`config.mk`:
```
export PLATFORM = sky130hd
export DESIGN_NAME = v3au_div
export DESIGN_NICKNAME = d
export VERILOG_FILES = /design/src/hdl/v3au_pkg.sv /design/src/hdl/v3au_div.sv
export SDC_FILE = /design/constraint.sdc
export NUM_CORES = 2
export LEC_CHECK = 0
export BUFFER_PORTS_ARGS = -buffer_cell sky130_fd_sc_hd__buf_2
export CORE_ASPECT_RATIO = 1.75
export CORE_MARGIN = 2
export CORE_UTILIZATION = 60
export CTS_BUF_LIST = sky130_fd_sc_hd__clkbuf_2 sky130_fd_sc_hd__clkbuf_4 sky130_fd_sc_hd__clkbuf_8
export CTS_CLUSTER_DIAMETER = 150
export DETAILED_ROUTE_END_ITERATION = 16
export PLACE_DENSITY_LB_ADDON = 0.25
export SLEW_MARGIN = 20
export SYNTH_ARGS = -nofsm -noshare
export SYNTH_HDL_FRONTEND = slang
export SYNTH_SLANG_ARGS = --single-unit
```
`constraint.sdc`:
```
create_clock -name i_clk -period 3.9 [get_ports i_clk]
set_clock_uncertainty 0.1 [all_clocks]
set_input_delay 0.585 -clock i_clk [delete_from_list [all_inputs] [get_ports i_clk]]
set_output_delay 0.585 -clock i_clk [all_outputs]
set_load 0.005 [all_outputs]
```
`src/hdl/v3au_pkg.sv`:
```
// ----------------------------------------------------------------------------
// v3au_pkg: shared definitions for the 3-D vector arithmetic unit
// Component format, derived widths, opcodes, status codes, the record that
// travels down the pipeline, and the saturation helpers.
// ----------------------------------------------------------------------------
package v3au_pkg;

    // Component format: signed fixed point, CW bits with FB fraction bits.
    localparam int CW     = 32;
    localparam int FB     = 16;
    // Guard bits added below the length when normalizing.
    localparam int G      = 64 - CW;
    localparam int NLANE  = 3;

    // Sum of three squares of component magnitudes.
    localparam int SQW    = 2 * CW + 2;
    // Square root datapath: root width, radicand width, partial remainder width.
    localparam int ROOTW  = CW + 1 + G;
    localparam int RADW   = 2 * ROOTW;
    localparam int RW     = ROOTW + 2;
    // Normalize divider: quotient bits before rounding, after rounding, latency.
    localparam int DIVQW  = FB + 1;
    localparam int QW     = DIVQW + 1;
    localparam int DIV_LAT = DIVQW + 2;
    // Width of a magnitude handed to the saturation helper.
    localparam int SATW   = 2 * CW;

    typedef enum logic [1:0] {
        OP_ADD   = 2'd0,
        OP_SCALE = 2'd1,
        OP_NORM  = 2'd2,
        OP_PASS  = 2'd3
    } t_op;

    localparam logic [1:0] ST_OK   = 2'd0;
    localparam logic [1:0] ST_SAT  = 2'd1;
    localparam logic [1:0] ST_ZERO = 2'd2;

    // One item in flight. For normalize, mag holds |a| until the merge stage.
    typedef struct packed {
        t_op                         op;
        logic [NLANE-1:0][CW-1:0]    res;
        logic [NLANE-1:0][CW-1:0]    mag;
        logic [NLANE-1:0]            neg;
        logic                        sat;
        logic                        zero;
    } t_item;

    typedef struct packed {
        logic [NLANE-1:0][CW-1:0]    res;
        logic [CW-1:0]               magnitude;
        logic [1:0]                  status;
    } t_out;

    typedef struct packed {
        logic            sat;
        logic [CW-1:0]   mag;
    } t_sat;

    // Clamp a magnitude to what a signed component of the given sign can hold.
    function automatic t_sat sat_mag(input logic [SATW-1:0] m, input logic neg);
        logic [SATW-1:0] lim;
        t_sat            r;
        lim   = neg ? (SATW'(1) << (CW - 1)) : ((SATW'(1) << (CW - 1)) - SATW'(1));
        r.sat = (m > lim);
        r.mag = r.sat ? lim[CW-1:0] : m[CW-1:0];
        return r;
    endfunction

    function automatic logic [CW-1:0] apply_sign(input logic [CW-1:0] m, input logic neg);
        return neg ? (~m + CW'(1)) : m;
    endfunction

    function automatic logic [CW-1:0] abs_cw(input logic [CW-1:0] x);
        return x[CW-1] ? (~x + CW'(1)) : x;
    endfunction

endpackage

```
`src/hdl/v3au_div.sv`:
```
// ----------------------------------------------------------------------------
// v3au_div: pipelined rounding divider for one normalize lane
// Divides |a| scaled up by the fraction and guard bits by the vector length,
// one quotient bit per stage, then rounds to nearest.
// ----------------------------------------------------------------------------
module v3au_div (
    input  logic                          i_clk,
    input  logic                          i_en,
    input  logic [v3au_pkg::CW-1:0]       i_mag,
    input  logic [v3au_pkg::ROOTW-1:0]    i_den,
    output logic [v3au_pkg::QW-1:0]       o_q
);

    localparam int ROOTW = v3au_pkg::ROOTW;
    localparam int DIVQW = v3au_pkg::DIVQW;
    localparam int QW    = v3au_pkg::QW;
    localparam int G     = v3au_pkg::G;

    logic [ROOTW-1:0]  r_rem [0:DIVQW];
    logic [ROOTW-1:0]  r_den [0:DIVQW];
    logic [DIVQW-1:0]  r_q   [0:DIVQW];
    logic              w_up;

    // The low numerator bits are all zero, so the top bits start the remainder
    // and each step brings down a zero.
    always_ff @(posedge i_clk) begin
        if (i_en) begin
            r_rem[0] <= {2'b00, i_mag, {(G-1){1'b0}}};
            r_den[0] <= i_den;
            r_q[0]   <= '0;
        end
    end

    for (genvar k = 0; k < DIVQW; k++) begin : g_step
        logic [ROOTW:0] w_cand;
        logic [ROOTW:0] w_diff;
        logic           w_ge;

        assign w_cand = {r_rem[k], 1'b0};
        assign w_ge   = (w_cand >= {1'b0, r_den[k]});
        assign w_diff = w_cand - {1'b0, r_den[k]};

        always_ff @(posedge i_clk) begin
            if (i_en) begin
                r_rem[k+1] <= w_ge ? w_diff[ROOTW-1:0] : w_cand[ROOTW-1:0];
                r_den[k+1] <= r_den[k];
                r_q[k+1]   <= {r_q[k][DIVQW-2:0], w_ge};
            end
        end
    end

    assign w_up = ({r_rem[DIVQW], 1'b0} >= {1'b0, r_den[DIVQW]});

    always_ff @(posedge i_clk) begin
        if (i_en) begin
            o_q <= {1'b0, r_q[DIVQW]} + QW'(w_up);
        end
    end

endmodule

```
==> results of run 1 <==
[cells in the mapped netlist, types with 228 or more instances]
cell      instances
nand2_1        1082
o21bai_1        228
clkbuf_1        350
nand4_1         270
edfxtp_1       2478
xor2_1          393
xnor2_1         623
a21o_1          645
ha_1           1139
inv_1          1457
nor2_1         1207
o21ai_0         899
a21oi_1        1810
[routing by layer]
metal	GRT overflow	global-route usage
met1	14	0.602
met2	443	0.946
met3	18	0.488
met4	312	0.825
met5	2	0.190
[metrics by stage]
stage | TNS (ns) | worst slack [ns] | util
after floorplan | 0 | 0.0193 | -
after global placement | -480.76 | -1.29 | 0.733
after CTS | -168.22 | -0.448 | 0.802
after detailed placement | -544.78 | -1.34 | 0.733
[kinds of logic after synthesis]
| kind of cell | after synthesis | share of synthesized area |
|---|---|---|
| AO/OA/AOI/OAI | 4534 | 0.182 |
| XOR/XNOR | 1016 | 0.0585 |
| adder cells (fa/ha/maj) | 1155 | 0.0957 |
| buffers and inverters | 1966 | 0.0503 |
| flip-flops | 2478 | 0.489 |
| multiplexers | 175 | 0.0129 |
| other | 1 | 0.0000246 |
| AND/OR/NAND/NOR | 3671 | 0.112 |
[what timing repair did]
item	4_1_cts
resized for setup	1243
setup endpoints to repair	1136
hold endpoints to repair	121
setup buffers	276
pin swaps	367
gates cloned	58
hold buffers	98
==> impl_metrics.ini, run 1 <==
[placement]
port_buffers = 116
place_congestion = 1.11
dp.cells = 21800
hpwlAfterDp_mm = 443
placed_area_mm2 = 0.185

[synth]
synth.net_count = 16300
syn_inst = 15000
yosysWarnings = 0
synth-seq-cells = 2478
synth_area_leaders = edfxtp_1 (49%), ha_1 (9.4%), a21oi_1 (6.0%)
syn_area_per_cell_um2 = 10.2
syn_area_mm2 = 0.152
synth.distinct_cells = 112
synth_top_area_share = 0.489
synth_top_flop_cell = edfxtp_1
synth_top_area_cell = edfxtp_1
synth_edf_count = 2478
synth-seq-area-share = 0.489
async_flop_share = 0

[floorplan]
fp.dieW_um = 385
rows = 244
pin_count = 117
die_h_um = 670
start_util = 0.603

[status]
firstError = [ERROR GRT-0232] Routing congestion too high. Check the congestion heatmap in the GUI.
stop_stage = global routing (5_1_grt)
status = stopped before the end

[global_route]
overflow = 789
grt_max_degree = 136
grtUsageTotal = 0.696

[cts]
h-tree-depth = 5
clk_path_buf_depth = 4
cts_num_sinks = 2478
cts_buffers = 367
cts_root_buffer = clkbuf_8
==> run 2, diff against run 1 <==
Settings changed: CORE_ASPECT_RATIO 1.75 to default, CORE_UTILIZATION 60 to 40, CTS_BUF_LIST sky130_fd_sc_hd__clkbuf_2 sky130_fd_sc_hd__clkbuf_4 sky130_fd_sc_hd__clkbuf_8 to default, CTS_CLUSTER_DIAMETER 150 to default, PLACE_DENSITY_LB_ADDON 0.25 to 0.15.
Clock period 3.9 ns to 5.07 ns, I/O delays scaled along.
==> run 2 against run 1 <==
Net effect:
- the flow now finishes without violations
- area after synthesis unchanged
- synthesized cell count is the same
==> impl_metrics.ini, run 2 <==
[routing]
wirelength_mm = 445
via_per_inst = 5.29
wl_per_cell_um = 21.2
first_pass_iters = 6
drt_iter0_drc = 6150
ant_nets = 0
drc_errors = 0
vias = 111000

[cts]
cts_root_buffer = clkbuf_16
h-tree-depth = 5
clk_path_buf_depth = 4
cts_buffers = 301
clock_latency_ns = 0.92
cts_num_sinks = 2478
cts_tree = done
clk_pin_slew_worst_paths_ns = 0.05

[floorplan]
die_h_um = 621
rows = 226
die-area_mm2 = 0.386
core_area_mm2 = 0.379
fp.dieW_um = 621
start_util = 0.402
pin_count = 117

[synth]
synth_top_flop_cell = edfxtp_1
yosysWarnings = 0
synth-seq-cells = 2478
syn_area_mm2 = 0.152
synth_top_family_by_area = compound AO/OA/AOI/OAI gates
synth_mux_area_frac = 0.0129
synth_edf_count = 2478
synth-seq-area-share = 0.489
ys_top_cells_by_count = edfxtp_1 (2478), a21oi_1 (1810), inv_1 (1457), nor2_1 (1207), ha_1 (1139)
synth.distinct_cells = 112
syn_area_per_cell_um2 = 10.2
synth_simple_gate_area_frac = 0.112
synth_most_common_cell = edfxtp_1
synth.net_count = 16300
syn_inst = 15000
synthAdderAreaFrac = 0.0957
synth-xor-area-share = 0.0585
synth_top_area_share = 0.489
async_flop_share = 0
synth_compound_area_frac = 0.182
synth_area_leaders = edfxtp_1 (49%), ha_1 (9.4%), a21oi_1 (6.0%)
synth_top_area_cell = edfxtp_1

[cells_and_area]
layout_commonest_cell = edfxtp_1
fin_cells = 21000
areaGrowthSynthToFinish_pct = 14.1
reg.largest.list = r_den x1170, r_rem x1137, r_q x153
top_register = r_den
mostFrequentLayoutCells = edfxtp_1 (2478), a21oi_1 (1810), inv_1 (1457)
seqCellArea_mm2 = 0.0744
final_layout_size_suffix_gt1_frac = 0.0967
fillCellCount = 36000
num-nets-final = 16900
multiInputGateArea_mm2 = 0.0704
final_area_mm2 = 0.174
largest_reg_flops = 1170
final_util = 0.458

[power]
power.leakage_nw = 71.9
combPwrFrac = 0.516
switching_share = 0.407
p_sw_mw = 46.9
peakVddDrop_mv = 0.322
power_density_mw_per_mm2 = 663
p_int_mw = 68.3
pwr-share-clk = 0.184
power_frac_seq = 0.300

[critical_path]
cp.required_ns = 5.66
path_class = reg -> reg
cp_top_family = compound AO/OA/AOI/OAI gates
crit_buf_inv = 5
start_kind = flip-flop
crit_top_cell = nor2_1
cp-end-kind = flip-flop
crit_fanout = 45
critPathMaxStageDelay_ns = 0.61
crit_slowest_cell = nor4b_1
critPathArrivalTime_ns = 5.54
crit_chain = inv_1 > ha_1 > nand2_1 > nor2_1 > nand2_1 > nor2_1 > inv_1 > nor4b_1 > o21ai_0 > a31oi_1 > buf_4 > a21oi_1 > o41ai_4 > buf_12 > buf_4 > nor2_1 > a21oi_1

[timing]
max_freq_mhz = 202
rsz0062_at_grt = no
finalHoldViolCount = 0
fin_crit_ns = 4.95
maxSlewHeadroom = 0.263
min_period_over_period = 0.976
tightest_slew_ns = 1.09
setup_ws_ns = 0.123
drv_slew = 0
finalSetupViolCount = 0
tns_ns = 0

[global_route]
antenna_found_initial = 6
grt_pass1_wl_mm = 668
first_global_vias = 114000
grtUsageTotal = 0.227
grt_max_degree = 143
overflow = 0

[job]
maxCapViolCount = 0

[placement]
port_buffers = 116
dp_slack_ns = -0.0286
place_congestion = 0.948
placed_area_mm2 = 0.163
hpwlAfterDp_mm = 361
dp.cells = 20300

[worst_hold_path]
hold_class = in -> reg

[status]
status = finished clean
-- run 2: layer usage --
layer  GRT usage  part of all wire  vias up
met2       0.441              0.53     2042
met1       0.223              0.36    51900
met3      0.0193             0.023     1026
li1            -                 -    56000
met4       0.169             0.087        0
met5           0                 0        -
-- run 2: path summary, 6_finish.rpt --
kind         slack [ns]               startpoint                 endpoint  depth (start not counted)
max                0.12  r_den[12][35]$_DFFE_PP_  r_rem[13][36]$_DFFE_PP_                         17
min                0.22                     i_en   r_rem[1][63]$_DFFE_PP_                          1
max reg2reg        0.12  r_den[12][35]$_DFFE_PP_  r_rem[13][36]$_DFFE_PP_                         17
min reg2reg        0.31     r_q[13][0]$_DFFE_PP_     r_q[14][1]$_DFFE_PP_                          0
-- run 2: final cells by class --
class | count | area share
Antenna cell | 15 | 0.000216
Clock buffer | 370 | 0.0461
Sequential cell | 2478 | 0.428
Tap cell | 5016 | 0.0361
Inverter | 1461 | 0.0316
Clock inverter | 170 | 0.00960
Timing Repair Buffer | 893 | 0.0428
Multi-Input combinational cell | 10600 | 0.405
-- run 2: worst register-to-register path, cell delays in order (launching register included) --
cell,delay [ns]
edfxtp_1,0.47
inv_1,0.07
ha_1,0.39
nand2_1,0.11
nor2_1,0.21
nand2_1,0.13
nor2_1,0.22
inv_1,0.11
nor4b_1,0.61
o21ai_0,0.52
a31oi_1,0.32
buf_4,0.17
a21oi_1,0.11
o41ai_4,0.28
buf_12,0.30
buf_4,0.26
nor2_1,0.05
a21oi_1,0.28
-- run 2: stage by stage --
| step | hold slack [ns] | total power, mW |
|---|---|---|
| after floorplan | 0.300 | 73.6 |
| after detailed placement | 0.305 | 93.9 |
| final | 0.218 | 115 |
| after CTS | 0.208 | 116 |
| after global placement | 0.301 | 94.0 |
| after global routing | 0.226 | 123 |
-- run 2: what timing repair did --
action,in CTS,in global routing
hold buffers,97,0
setup endpoints to repair,2,4
endpoints found under the hold margin,97,0
setup buffers,0,0
resized for setup,1,3
-- run 2: cells by family after synthesis --
kind of cell / after synthesis
adder cells (fa/ha/maj): 1155
other: 1
multiplexers: 175
AND/OR/NAND/NOR: 3671
AO/OA/AOI/OAI: 4534
flip-flops: 2478
buffers and inverters: 1966
XOR/XNOR: 1016
-- run 2: power by group through the flow --
stage	logic, mW	clock network [mW]	registers [mW]
2_1_floorplan	40.6	0	33.0
3_3_place_gp	58.9	0	35.1
3_5_place_dp	58.9	0	35.0
4_1_cts	59.3	21.8	34.6
5_1_grt	65.5	22.6	35.1
6_report	59.4	21.2	34.6
(Power assumes the default switching activity.)
